$ cat config.mk
export PLATFORM = sky130hd
export DESIGN_NAME = half_duplex_uart_even_parity_echo_unit
export DESIGN_NICKNAME = d
export VERILOG_FILES = /design/src/design/hdue_pkg.sv /design/src/design/hdue_rx.sv /design/src/design/hdue_tx.sv /design/src/design/half_duplex_uart_even_parity_echo_unit.sv
export SDC_FILE = /design/constraint.sdc
export NUM_CORES = 1
export LEC_CHECK = 0
export BUFFER_PORTS_ARGS = -buffer_cell sky130_fd_sc_hd__buf_4
export CORE_AREA = 2 2 142 144
export DETAILED_ROUTE_END_ITERATION = 10
export DIE_AREA = 0 0 144 146
export SLEW_MARGIN = 25
export SYNTH_ARGS = -nofsm -noshare
export SYNTH_HDL_FRONTEND = slang
export SYNTH_HIERARCHICAL = 1
export SYNTH_SLANG_ARGS = --single-unit
$ cat constraint.sdc
create_clock -name clock -period 5.3 [get_ports clock]
set_input_delay 0.795 -clock clock [delete_from_list [all_inputs] [get_ports clock]]
set_output_delay 0.795 -clock clock [all_outputs]
set_load 0.1 [all_outputs]
$ cat src/design/hdue_pkg.sv
// Shared types, constants and helpers for the half-duplex UART echo unit.
`timescale 1ns / 1ps

package hdue_pkg;

   localparam int DATA_BITS  = 8;
   localparam int TICK_WIDTH = 8;
   localparam int BYTE_WIDTH = 8;
   localparam int CFG_WIDTH  = 8;
   localparam int BIT_COUNT_WIDTH = 4;
   localparam int CSR_INDEX_WIDTH = 2;
   localparam int CMP_WIDTH = (TICK_WIDTH > CFG_WIDTH) ? TICK_WIDTH : CFG_WIDTH;

   localparam logic [TICK_WIDTH-1:0]      TICK_MAX        = '1;
   localparam logic [BIT_COUNT_WIDTH-1:0] DATA_BITS_COUNT = BIT_COUNT_WIDTH'(DATA_BITS);

   localparam logic [CSR_INDEX_WIDTH-1:0] CSR_BIT_PERIOD  = CSR_INDEX_WIDTH'(0);
   localparam logic [CSR_INDEX_WIDTH-1:0] CSR_START_DELAY = CSR_INDEX_WIDTH'(1);

   localparam logic [CFG_WIDTH-1:0] BIT_PERIOD_RESET  = CFG_WIDTH'(2);
   localparam logic [CFG_WIDTH-1:0] START_DELAY_RESET = CFG_WIDTH'(1);

   typedef enum logic [1:0] {
      RX_WAIT  = 2'd0,
      RX_DELAY = 2'd1,
      RX_DATA  = 2'd2,
      RX_STOP  = 2'd3
   } rx_phase_type;

   typedef enum logic [2:0] {
      TX_IDLE   = 3'd0,
      TX_DATA   = 3'd1,
      TX_PARITY = 3'd2,
      TX_STOP   = 3'd3,
      TX_HOLD   = 3'd4
   } tx_phase_type;

   typedef struct packed {
      logic                  tick;
      logic                  rx_line;
      logic                  send_valid;
      logic [BYTE_WIDTH-1:0] send_byte;
   } req_type;

   typedef struct packed {
      logic                  tx_line;
      logic                  busy_res;
      logic                  send_accepted;
      logic                  rx_valid;
      logic [BYTE_WIDTH-1:0] rx_byte;
   } rsp_type;

   typedef struct packed {
      rx_phase_type               phase;
      logic [BYTE_WIDTH-1:0]      shift;
      logic [BIT_COUNT_WIDTH-1:0] bits;
   } rx_state_type;

   typedef struct packed {
      tx_phase_type               phase;
      logic [BYTE_WIDTH-1:0]      shift;
      logic [BIT_COUNT_WIDTH-1:0] bits;
      logic                       parity;
      logic                       level;
      logic                       busy;
   } tx_state_type;

   typedef struct packed {
      logic                  valid;
      logic [BYTE_WIDTH-1:0] data;
   } echo_type;

   function automatic logic tick_reached(input logic [TICK_WIDTH-1:0] count,
                                         input logic [CFG_WIDTH-1:0]  limit);
      return CMP_WIDTH'(count) >= CMP_WIDTH'(limit);
   endfunction

endpackage

$ cat src/design/hdue_rx.sv
// Receiver step: tick advance, start detect, data sampling and stop delivery.
`timescale 1ns / 1ps

module hdue_rx (
   input  logic                             tick,
   input  logic                             rx_line,
   input  logic                             tx_busy,
   input  logic [hdue_pkg::TICK_WIDTH-1:0]  tick_count,
   input  logic [hdue_pkg::CFG_WIDTH-1:0]   bit_period,
   input  logic [hdue_pkg::CFG_WIDTH-1:0]   start_delay,
   input  hdue_pkg::rx_state_type           rx_cur,
   output hdue_pkg::rx_state_type           rx_nxt,
   output logic [hdue_pkg::TICK_WIDTH-1:0]  tick_nxt,
   output hdue_pkg::echo_type               echo
);
   import hdue_pkg::*;

   logic [TICK_WIDTH-1:0] tick_adv;

   always_comb begin
      tick_adv = tick_count;
      if (tick && (tick_count != TICK_MAX)) begin
         tick_adv = tick_count + TICK_WIDTH'(1);
      end
   end

   always_comb begin
      rx_nxt     = rx_cur;
      tick_nxt   = tick_adv;
      echo.valid = 1'b0;
      echo.data  = '0;
      if (!tx_busy) begin
         case (rx_cur.phase)
            RX_WAIT: begin
               if (!rx_line) begin
                  tick_nxt     = '0;
                  rx_nxt.phase = RX_DELAY;
               end
            end
            RX_DELAY: begin
               if (tick_reached(tick_adv, start_delay)) begin
                  tick_nxt     = '0;
                  rx_nxt.phase = RX_DATA;
               end
            end
            RX_DATA: begin
               if (tick_reached(tick_adv, bit_period)) begin
                  if (rx_cur.bits < DATA_BITS_COUNT) begin
                     rx_nxt.shift = {rx_line, rx_cur.shift[BYTE_WIDTH-1:1]};
                     rx_nxt.bits  = rx_cur.bits + BIT_COUNT_WIDTH'(1);
                  end else begin
                     rx_nxt.phase = RX_STOP;
                  end
                  tick_nxt = '0;
               end
            end
            RX_STOP: begin
               if (tick_reached(tick_adv, bit_period)) begin
                  echo.valid   = 1'b1;
                  echo.data    = rx_cur.shift;
                  rx_nxt.shift = '0;
                  rx_nxt.bits  = '0;
                  rx_nxt.phase = RX_WAIT;
               end
            end
            default: begin
               rx_nxt = rx_cur;
            end
         endcase
      end
   end

endmodule

$ cat src/design/hdue_tx.sv
// Transmitter step: echo and send arbitration, then frame sequencing.
`timescale 1ns / 1ps

module hdue_tx (
   input  logic                              send_valid,
   input  logic [hdue_pkg::BYTE_WIDTH-1:0]   send_byte,
   input  hdue_pkg::echo_type                echo,
   input  logic [hdue_pkg::TICK_WIDTH-1:0]   tick_count,
   input  logic [hdue_pkg::CFG_WIDTH-1:0]    bit_period,
   input  hdue_pkg::tx_state_type            tx_cur,
   output hdue_pkg::tx_state_type            tx_nxt,
   output logic [hdue_pkg::TICK_WIDTH-1:0]   tick_nxt,
   output logic                              send_accepted
);
   import hdue_pkg::*;

   tx_state_type               tx_offer;
   logic [BIT_COUNT_WIDTH-1:0] bits_inc;
   logic                       bit_due;

   always_comb begin
      tx_offer      = tx_cur;
      send_accepted = 1'b0;
      if (echo.valid && !tx_offer.busy) begin
         tx_offer.shift = echo.data;
         tx_offer.busy  = 1'b1;
      end
      if (send_valid && !tx_offer.busy) begin
         tx_offer.shift = send_byte;
         tx_offer.busy  = 1'b1;
         send_accepted  = 1'b1;
      end
   end

   assign bits_inc = tx_offer.bits + BIT_COUNT_WIDTH'(1);
   assign bit_due  = tick_reached(tick_count, bit_period);

   always_comb begin
      tx_nxt   = tx_offer;
      tick_nxt = tick_count;
      case (tx_offer.phase)
         TX_DATA: begin
            if (bit_due) begin
               tx_nxt.level  = tx_offer.shift[0];
               tx_nxt.parity = tx_offer.parity ^ tx_offer.shift[0];
               tx_nxt.shift  = {1'b0, tx_offer.shift[BYTE_WIDTH-1:1]};
               tx_nxt.bits   = bits_inc;
               tick_nxt      = '0;
               if (bits_inc >= DATA_BITS_COUNT) begin
                  tx_nxt.phase = TX_PARITY;
               end
            end
         end
         TX_PARITY: begin
            if (bit_due) begin
               tx_nxt.level = tx_offer.parity;
               tick_nxt     = '0;
               tx_nxt.phase = TX_STOP;
            end
         end
         TX_STOP: begin
            if (bit_due) begin
               tx_nxt.level = 1'b1;
               tick_nxt     = '0;
               tx_nxt.phase = TX_HOLD;
            end
         end
         TX_HOLD: begin
            if (bit_due) begin
               tx_nxt.busy  = 1'b0;
               tx_nxt.phase = TX_IDLE;
            end
         end
         default: begin
            if (tx_offer.busy) begin
               tx_nxt.level  = 1'b0;
               tx_nxt.bits   = '0;
               tx_nxt.parity = 1'b0;
               tick_nxt      = '0;
               tx_nxt.phase  = TX_DATA;
            end else begin
               tx_nxt.phase = TX_IDLE;
            end
         end
      endcase
   end

endmodule

$ cat src/design/half_duplex_uart_even_parity_echo_unit.sv
// Top level of the half-duplex 8E1 UART echo unit: state, config and output register.
`timescale 1ns / 1ps

// Each req transaction is one poll of the line (tick flag, receive level, optional
// send request) and yields exactly one rsp transaction carrying the transmit level,
// busy flag, send acceptance and any completed received byte. A poll is taken every
// clock while req_stall is low; its result appears in the output register on the
// next cycle. The rate is set by the update of the shared tick counter and the
// receive/transmit state registers. req_stall rises only while a result waits in
// the output register and rsp_stall is high. Write bit_period and start_delay
// through the csr port only while no transaction is in flight.
module half_duplex_uart_even_parity_echo_unit (
   input  logic                                  clock,
   input  logic                                  reset,
   input  logic                                  req_valid,
   output logic                                  req_stall,
   input  hdue_pkg::req_type                     req_payload,
   output logic                                  rsp_valid,
   input  logic                                  rsp_stall,
   output hdue_pkg::rsp_type                     rsp_payload,
   input  logic                                  csr_write_enable,
   input  logic [hdue_pkg::CSR_INDEX_WIDTH-1:0]  csr_index,
   input  logic [hdue_pkg::CFG_WIDTH-1:0]        csr_write_data
);
   import hdue_pkg::*;

   logic [CFG_WIDTH-1:0]  bit_period_ff, bit_period_in;
   logic [CFG_WIDTH-1:0]  start_delay_ff, start_delay_in;
   logic [TICK_WIDTH-1:0] tick_count_ff, tick_count_in;
   logic [TICK_WIDTH-1:0] tick_after_rx;
   rx_state_type          rx_ff, rx_in, rx_step;
   tx_state_type          tx_ff, tx_in, tx_step;
   echo_type              echo;
   logic                  send_accepted;
   logic                  rsp_valid_ff, rsp_valid_in;
   rsp_type               rsp_payload_ff, rsp_payload_in;
   logic                  req_accept;

   assign req_stall  = rsp_valid_ff && rsp_stall;
   assign req_accept = req_valid && !req_stall;
   assign rsp_valid   = rsp_valid_ff;
   assign rsp_payload = rsp_payload_ff;

   hdue_rx u_rx (
      .tick        (req_payload.tick),
      .rx_line     (req_payload.rx_line),
      .tx_busy     (tx_ff.busy),
      .tick_count  (tick_count_ff),
      .bit_period  (bit_period_ff),
      .start_delay (start_delay_ff),
      .rx_cur      (rx_ff),
      .rx_nxt      (rx_step),
      .tick_nxt    (tick_after_rx),
      .echo        (echo)
   );

   hdue_tx u_tx (
      .send_valid    (req_payload.send_valid),
      .send_byte     (req_payload.send_byte),
      .echo          (echo),
      .tick_count    (tick_after_rx),
      .bit_period    (bit_period_ff),
      .tx_cur        (tx_ff),
      .tx_nxt        (tx_step),
      .tick_nxt      (tick_count_in),
      .send_accepted (send_accepted)
   );

   always_comb begin
      bit_period_in  = bit_period_ff;
      start_delay_in = start_delay_ff;
      if (csr_write_enable) begin
         case (csr_index)
            CSR_BIT_PERIOD:  bit_period_in  = csr_write_data;
            CSR_START_DELAY: start_delay_in = csr_write_data;
            default: begin
               bit_period_in  = bit_period_ff;
               start_delay_in = start_delay_ff;
            end
         endcase
      end
   end

   assign rx_in = rx_step;
   assign tx_in = tx_step;

   always_comb begin
      rsp_payload_in.tx_line       = tx_step.level;
      rsp_payload_in.busy_res      = tx_step.busy;
      rsp_payload_in.send_accepted = send_accepted;
      rsp_payload_in.rx_valid      = echo.valid;
      rsp_payload_in.rx_byte       = echo.data;
      if (req_accept) begin
         rsp_valid_in = 1'b1;
      end else if (!rsp_stall) begin
         rsp_valid_in = 1'b0;
      end else begin
         rsp_valid_in = rsp_valid_ff;
      end
   end

   always_ff @(posedge clock) begin
      if (reset) begin
         bit_period_ff  <= BIT_PERIOD_RESET;
         start_delay_ff <= START_DELAY_RESET;
         tick_count_ff  <= '0;
         rx_ff          <= '{phase: RX_WAIT, shift: '0, bits: '0};
         tx_ff          <= '{phase: TX_IDLE, shift: '0, bits: '0, parity: 1'b0,
                             level: 1'b1, busy: 1'b0};
         rsp_valid_ff   <= 1'b0;
      end else begin
         bit_period_ff  <= bit_period_in;
         start_delay_ff <= start_delay_in;
         rsp_valid_ff   <= rsp_valid_in;
         if (req_accept) begin
            tick_count_ff <= tick_count_in;
            rx_ff         <= rx_in;
            tx_ff         <= tx_in;
         end
      end
   end

   always_ff @(posedge clock) begin
      if (req_accept) begin
         rsp_payload_ff <= rsp_payload_in;
      end
   end

   a_echo_takes_tx: assert property (@(posedge clock) disable iff (reset)
      rsp_valid_ff && rsp_payload_ff.rx_valid |->
         rsp_payload_ff.busy_res && !rsp_payload_ff.send_accepted)
      else $error("received byte not echoed or send not refused");

   a_accept_sets_busy: assert property (@(posedge clock) disable iff (reset)
      rsp_valid_ff && rsp_payload_ff.send_accepted |-> rsp_payload_ff.busy_res)
      else $error("accepted send without busy transmitter");

   a_idle_line_high: assert property (@(posedge clock) disable iff (reset)
      tx_ff.phase == TX_IDLE && !tx_ff.busy |-> tx_ff.level)
      else $error("transmit line low while idle");

   a_state_holds_on_stall: assert property (@(posedge clock) disable iff (reset)
      req_stall |=> $stable(tick_count_ff) && $stable(rx_ff) && $stable(tx_ff))
      else $error("state advanced without an accepted transaction");

endmodule

[Yosys cells after proc, flatten, opt, wreduce, memory -nomap -nowiden]
Index checks and enable logic that the tools add are counted.
Word-level totals
  bits in registers: 69
  bits of input ports: 26
  output and inout port bits: 14
  word-level logic and storage cells: 112
Cells by class
  add/sub/neg operators: 3
  $lt $le $gt $ge: 5
  eq/ne operators: 21
  mux-type cells: 42
  bitwise gates (word level): 3
  reductions and logical operators: 20
Operator list (number)
  two-way mux 8 bit: 10
  two-way mux 14 bit: 2
  two-way mux 9 bit: 3
  greater-or-equal comparator 8 bit: 3
  one-hot mux 12 bit (2 select lines): 1
  one-hot mux 8 bit (3 select lines): 1
  != test 2 x 1 -> 1 bit, second input constant: 10
  two-way mux 17 bit: 1
  one-hot mux 8 bit (2 select lines): 1
  two-way mux 12 bit: 1
  two-way mux 3 bit: 4
  one-hot mux 3 bit (4 select lines): 1
  AND reduction 6 bit: 2
  two-way mux 1 bit: 10
  one-hot mux 5 bit (2 select lines): 1
  adder 4 x 1 -> 4 bit, second input constant: 2
  adder 8 x 1 -> 8 bit, second input constant: 1
  != test 8 bit, second input constant: 1
  one-hot mux 2 bit (4 select lines): 1
  AND reduction 7 bit: 1
  equality test 3 x 2 -> 1 bit, second input constant: 2
  two-way mux 2 bit: 3
  two-way mux 6 bit: 1
  OR reduction 3 bit: 2
  16 further kinds: 29

[Depth between registers and ports, before layout]
Gate-level depths: netlist of the first run.
  depth in word-level cells: 15
  depth in mapped cells: 20
  depth with buffers taken out: 20

[By module]
The synthesis of the first run kept the hierarchy.
Modules (own cells, without submodules)
  half_duplex_uart_even_parity_echo_unit: instances 1, cells an instance 257, area an instance 2912.8 um^2, seq. area each 1501.4 um^2
  hdue_rx: instances 1, cells an instance 168, area an instance 1117.3 um^2, seq. area each 0.0 um^2
  hdue_tx: instances 1, cells an instance 148, area an instance 982.2 um^2, seq. area each 0.0 um^2

[Worst setup path before layout of the first run]
No wires, ideal clock.
  kind: in2reg
  from: input req_payload[10] (netlist name)
  to: register tx_ff[1] (netlist name)
  library setup time: 0.072 ns
  arrival: 4.306 ns
  data required time: 5.228 ns
  path slack: 0.922 ns
  stages on the path: 18
  path buffers: 0
  cell sequence: and4_1 -> and4_1 -> xor2_1 -> ha_1 -> a211oi_1 -> o21ai_0 -> a211oi_1 -> o32ai_1 -> nor2b_1 -> ha_1 -> and3_1 -> o21ai_2 -> a31oi_4 -> o41ai_1 -> a211oi_1 -> o32ai_1 -> nor2_1 -> mux2i_1
RTL lines
  from (decl): line half_duplex_uart_even_parity_echo_unit.sv:17  | input hdue_pkg::req_type req_payload,
  to (signal assigned): line half_duplex_uart_even_parity_echo_unit.sv:108  | tx_ff <= '{phase: TX_IDLE, shift: '0, bits: '0, parity: 1'b0,
  to (signal assigned): line half_duplex_uart_even_parity_echo_unit.sv:118  | tx_ff <= tx_in;
  to (decl): line half_duplex_uart_even_parity_echo_unit.sv:32  | tx_state_type tx_ff, tx_in, tx_step;

==> impl_metrics.yaml, run 1 <==
clock_network:
  clk_latency_ps: 340
  clkSlewWorstSetupHoldPaths_ps: 60
  cts_buffers: 9
  cts_setup_buffers: 0
  clockRootBuffer: "clkbuf_16"
  ctsHoldBuffers: 0
  cts_tree: "built"
  cts.repair.resized: 0
  cts_max_level: 3
  clock_sinks: 69
  cts_buffer_depth: 2
synth:
  synth_top_area_frac: 0.228
  syn_avg_cell_area_um2: 8.75
  netlist_top_cells_area: "dfxtp_1 (23%), nand2b_1 (13%), mux2i_1 (13%), edfxtp_1 (7.2%), ha_1 (6.7%)"
  ys.warnings.count: 6
  syn-instance-count: 573
  syn_nets: 626
  async_flop_share: 0
  yosys_register_bits: 69
  synth.most_common_cell: "nand2b_1"
  synthTopCellsByCount: "nand2b_1 (104), mux2i_1 (64), dfxtp_1 (57), nor2_1 (33)"
  synthFlopType: "dfxtp_1"
  synth-seq-area-share: 0.300
  synth_edf_count: 12
  yosysTopAreaCell: "dfxtp_1"
  mappedNetlistArea_um2: 5010
  synth.distinct_cells: 65
route:
  wl_per_cell_um: 13.2
  vias: 4015
  top_layer_used: "met4"
  drcViolationCount: 0
  first_pass_iters: 5
  met1Wirelength_um: 5890
  dr_wl_met2_um: 4930
  met3WireLength_um: 454
  ant_nets: 0
  wl_um: 11400
  vias_per_cell: 4.64
  drtIter0Drc: 203
layout:
  area_delta_synth_final_pct: 15.7
  diodes: 0
  nets: 648
  multi_input_area_um2: 3210
  fill_cells: 2069
  drive_gt1_frac: 0.138
  regArea_um2: 1500
global_routing:
  antenna_found_initial: 0
  grt_pass1_vias: 3754
  grt_pass1_wl_um: 18800
  grt_remaining_overflow: 0
  grt_max_degree: 108
  grt_util_all_layers: 0.111
power_and_ir_drop:
  pwr-share-clk: 0.439
  p_seq_frac: 0.399
  swShare: 0.294
  power_density_nw_per_um2: 247
  netSwitchingPower_mw: 0.420
  pwr-share-comb: 0.163
  internal-power_mw: 1.01
  power_leakage_nw: 2.28
  irDropWorstVdd_mv: 0.196
die:
  die_x_um: 144
  rows: 51
  ios: 40
  floorplan.initialDensity: 0.259
  die_area_um2: 21000
  chipHeight_um: 146
  core_um2: 19300
placement:
  place.gp.congestion: 0.845
  dp_hpwl_um: 7970
  io_buffers: 39
  place_ws_ps: 141
critical_path:
  startpoint_type: "register"
  cp-end-kind: "register"
  path_max_fanout: 13
  worstSetupPathType: "reg -> reg"
  cp.arrival_ps: 5020
  cp_data_required_time_ps: 5580
timing:
  timing.fmax_ghz: 0.211
  fin_crit_sh: 0.895
  finalHoldViolCount: 0
  hold_ws_ps: 486
  timing.final.ws_setup_ps: 557
  period_needed_ps: 4740
  finClkSkew_ps: 8.03
  worstMarginPinSlew_ps: 834
  slew_headroom: 0.443
  final_max_slew_viol_count: 0
  tns_ps: 0
  rsz0062_at_grt: "false"
  finalSetupViolations: 0
outcome:
  status: "completed"
run:
  cap_violations: 0
worst_hold_path:
  hold_path.class: "reg -> reg"
## flip-flops by register name (all words and copies together), names as in the netlist
signal,cells
tx_ff,18
rx_ff,14
rsp_payload,12
bit_period_ff,8
start_delay_ff,8
tick_count_ff,8
rsp_valid,1
## cells in the final DEF (no fill, tap or decap), types with 3 or more instances in the layout
cell type  count
nand2b_1     104
mux2i_1       64
dfxtp_1       57
buf_4         45
nor2_1        32
inv_1         27
nand2_1       27
ha_1          27
a21oi_1       24
o21ai_0       17
nor2b_1       13
edfxtp_1      12
and3_1        11
o211ai_1      10
and2_1         9
clkbuf_16      9
nand3_1        7
a221oi_1       7
or3_1          6
or4_1          6
nand4_1        5
o21a_1         5
a211oi_1       4
a31oi_1        4
inv_6          3
and4_1         3
xor2_1         3
and2b_1        3
o221a_2        3
o21ai_2        3
## final cells by class
| cell class | instances | area share |
|---|---|---|
| Multi-Input combinational cell | 441 | 0.554 |
| Clock inverter | 7 | 0.0138 |
| Tap cell | 265 | 0.0572 |
| Timing Repair Buffer | 45 | 0.0583 |
| Inverter | 29 | 0.0188 |
| Clock buffer | 9 | 0.0388 |
| Sequential cell | 69 | 0.259 |
## power groups by stage
stage                     registers [mW]  logic, mW  clock network (mW)
after floorplan                    0.612      0.148                   0
after global placement             0.581      0.230                   0
after detailed placement           0.582      0.231                   0
after CTS                          0.570      0.232               0.649
after global routing               0.573      0.252               0.664
final                              0.570      0.233               0.628
## path summary, 6_finish.rpt
path	startpoint	to	slack, ps	cells after the start
hold / removal	start_delay_ff[7]	start_delay_ff[7]	490	2
setup reg to reg	tick_count_ff[5]	tx_ff[1]	560	16
hold reg to reg	start_delay_ff[7]	start_delay_ff[7]	490	2
setup / recovery	tick_count_ff[5]	tx_ff[1]	560	16
## cells by family after synthesis
logic type | after synthesis | share of synthesized area
xor gates and xnor gates | 4 | 0.00699
adders and majority gates | 27 | 0.0674
buffers and inverters | 63 | 0.0639
muxes | 66 | 0.132
AOI/OAI and AO/OA | 104 | 0.153
and+or+nand+nor | 240 | 0.277
DFF | 69 | 0.300
## worst max-delay path, stage by stage, from the launching register on
cell and delay (ps):
dfxtp_1 380, and4_1 280, nand2_1 100, o21ai_0 290, mux2_2 420, ha_1 310
a2111oi_2 70, o31a_4 360, or2_1 320, nor2_2 480, nor2b_1 560, a211oi_1 230
a21oi_1 250, nor2_1 70, o32ai_1 320, nor2_1 90, mux2i_1 140
## metal layers
layer	vias to the layer above	global-route usage
met3	9	0.0276
met2	78	0.168
met5	-	0
li1	2071	-
met1	1857	0.156
met4	0	0.0279
## through the flow
| step | utilization | cells | power [mW] | cell area (µm²) |
|---|---|---|---|---|
| 6_report | 0.300 | 865 | 1.43 | 5800 |
| 5_1_grt | 0.300 | 865 | 1.49 | 5800 |
| 4_1_cts | 0.299 | 865 | 1.45 | 5790 |
| 3_5_place_dp | 0.284 | 849 | 0.813 | 5480 |
| 3_3_place_gp | 0.284 | 849 | 0.812 | 5480 |
| 2_1_floorplan | - | 573 | 0.760 | 5010 |
Power figures use the tool's default switching activity.
==> run 2: changes to the inputs <==
==> constraint.sdc (replaced) <==
create_clock -name clock -period 4.7 [get_ports clock]
set_input_delay 0.705 -clock clock [delete_from_list [all_inputs] [get_ports clock]]
set_output_delay 0.705 -clock clock [all_outputs]
set_load 0.1 [all_outputs]
==> run 2 against run 1 <==
Effect of this change: sequential power is 11% higher; core utilization is 1.2 points higher; die area is the same; clock skew grew 1.6 ps; combinational power is 24% higher; hold slack worse by 9.9 ps; flip-flop and latch count unchanged; sequential share of layout area down 0.97 points; critical endpoint is now tx_ff[16].
==> impl_metrics.yaml, run 2 (synthesized netlist as in run 1, its figures left out) <==
route:
  vias: 4032
  wl_um: 11300
  vias_per_cell: 4.56
  first_pass_iters: 5
  drcViolationCount: 0
  ant_nets: 0
  drtIter0Drc: 221
  wl_per_cell_um: 12.8
timing:
  final_max_slew_viol_count: 0
  finalSetupViolations: 0
  finClkSkew_ps: 9.60
  fin_crit_sh: 0.936
  finalHoldViolCount: 0
  worstMarginPinSlew_ps: 765
  period_needed_ps: 4400
  slew_headroom: 0.490
  timing.fmax_ghz: 0.227
die:
  chipHeight_um: 146
  ios: 40
  rows: 51
  die_x_um: 144
  floorplan.initialDensity: 0.259
  core_um2: 19300
  die_area_um2: 21000
worst_hold_path:
  hold_path.class: "reg -> reg"
layout:
  regArea_um2: 1500
  drive_gt1_frac: 0.176
  largest_reg_flops: 18
  regMostFlops: "tx_ff"
  diodes: 0
  final_cell_mix: "nand2b_1 (104), mux2i_1 (64), buf_4 (61)"
  stdcell_count: 884
  area_delta_synth_final_pct: 20.2
  multi_input_area_um2: 3250
  fill_cells: 2021
  nets: 667
  mostFrequentLayoutCell: "nand2b_1"
clock_network:
  clk_latency_ps: 340
  cts_tree: "built"
  cts_buffers: 9
  clkSlewWorstSetupHoldPaths_ps: 70
  clockRootBuffer: "clkbuf_16"
  clock_sinks: 69
  cts_max_level: 3
  cts_buffer_depth: 2
  cts_setup_buffers: 0
critical_path:
  cp.arrival_ps: 4670
  cp_data_required_time_ps: 4970
  cp-end-kind: "register"
  startpoint_type: "register"
  path_max_fanout: 7
  worstSetupPathType: "reg -> reg"
placement:
  place.gp.congestion: 0.808
  io_buffers: 39
  dpl.cell_count: 868
  dp_hpwl_um: 7980
global_routing:
  grt_pass1_vias: 3830
  grt_remaining_overflow: 0
  grt_util_all_layers: 0.112
  use_met2: 0.175
  grt_busiest_layer: "met2"
  met3_usage: 0.0270
  met1_usage: 0.152
  grt_pass1_wl_um: 19100
  antenna_found_initial: 0
  grt_max_degree: 108
run:
  cap_violations: 0
power_and_ir_drop:
  power_leakage_nw: 2.40
  irDropWorstVdd_mv: 0.192
  total_power_mw: 1.64
  power_density_nw_per_um2: 272
outcome:
  status: "completed"
==> run 2: cell types whose count changed in the layout (fill, tap and decap cells not counted), sizes merged <==
cell / previous run / this run
buf: 45 / 64
==> run 2: stage by stage <==
step / utilization / setup slack [ps] / hold slack [ps] / instance area, µm² / setup TNS [ps]
2_1_floorplan: - / 387 / 447 / 5010 / 0
3_3_place_gp: 0.291 / 199 / 462 / 5620 / 0
3_5_place_dp: 0.293 / 45.5 / 467 / 5660 / 0
4_1_cts: 0.309 / 52.8 / 479 / 5970 / 0
5_1_grt: 0.312 / -19.3 / 498 / 6020 / -22.8
6_report: 0.312 / 303 / 476 / 6020 / 0
==> run 2: worst paths after layout <==
| path | start | to | slack, ps | depth (start not counted) |
|---|---|---|---|---|
| worst max register to register | tick_count_ff[6] | tx_ff[16] | 300 | 18 |
| worst max-delay path | tick_count_ff[6] | tx_ff[16] | 300 | 18 |
| worst min register to register | start_delay_ff[2] | start_delay_ff[2] | 480 | 2 |
| worst min-delay path | start_delay_ff[2] | start_delay_ff[2] | 480 | 2 |
==> run 2: metal layers <==
layer,vias to the layer above,share of wire
met5,-,0
met4,0,0.017
met3,14,0.040
met2,79,0.45
met1,1836,0.49
li1,2103,-
==> run 2: area by class of cell <==
cell class,instances,share of cell area
Multi-Input combinational cell,441,0.540
Sequential cell,69,0.249
Timing Repair Buffer,64,0.0864
Tap cell,265,0.0550
Clock buffer,9,0.0374
Inverter,29,0.0181
Clock inverter,7,0.0137
==> run 2: power breakdown <==
| part | switching (mW) | internal [mW] |
|---|---|---|
| Combinational | 0.175 | 0.115 |
| Sequential | 0.0139 | 0.621 |
| Clock | 0.291 | 0.419 |
==> run 2: worst max-delay path: stages (launching register included) <==
cell and delay, ps:
dfxtp_1 340, and4_1 270, nand2_1 120, o21ai_1 190, mux2_2 400, ha_1 300
a2111oi_2 70, o31a_4 370, or2_1 240, buf_4 180, o221a_2 280, ha_1 280
nand4_1 160, a31oi_4 300, o21ai_2 130, or3_1 380, a21oi_2 120, nand2b_1 70
mux2i_1 120
==> run 2: what timing repair did <==
item,4_1_cts,5_1_grt
setup endpoints to repair,0,27
hold buffers,0,0
gates resized for setup,0,11
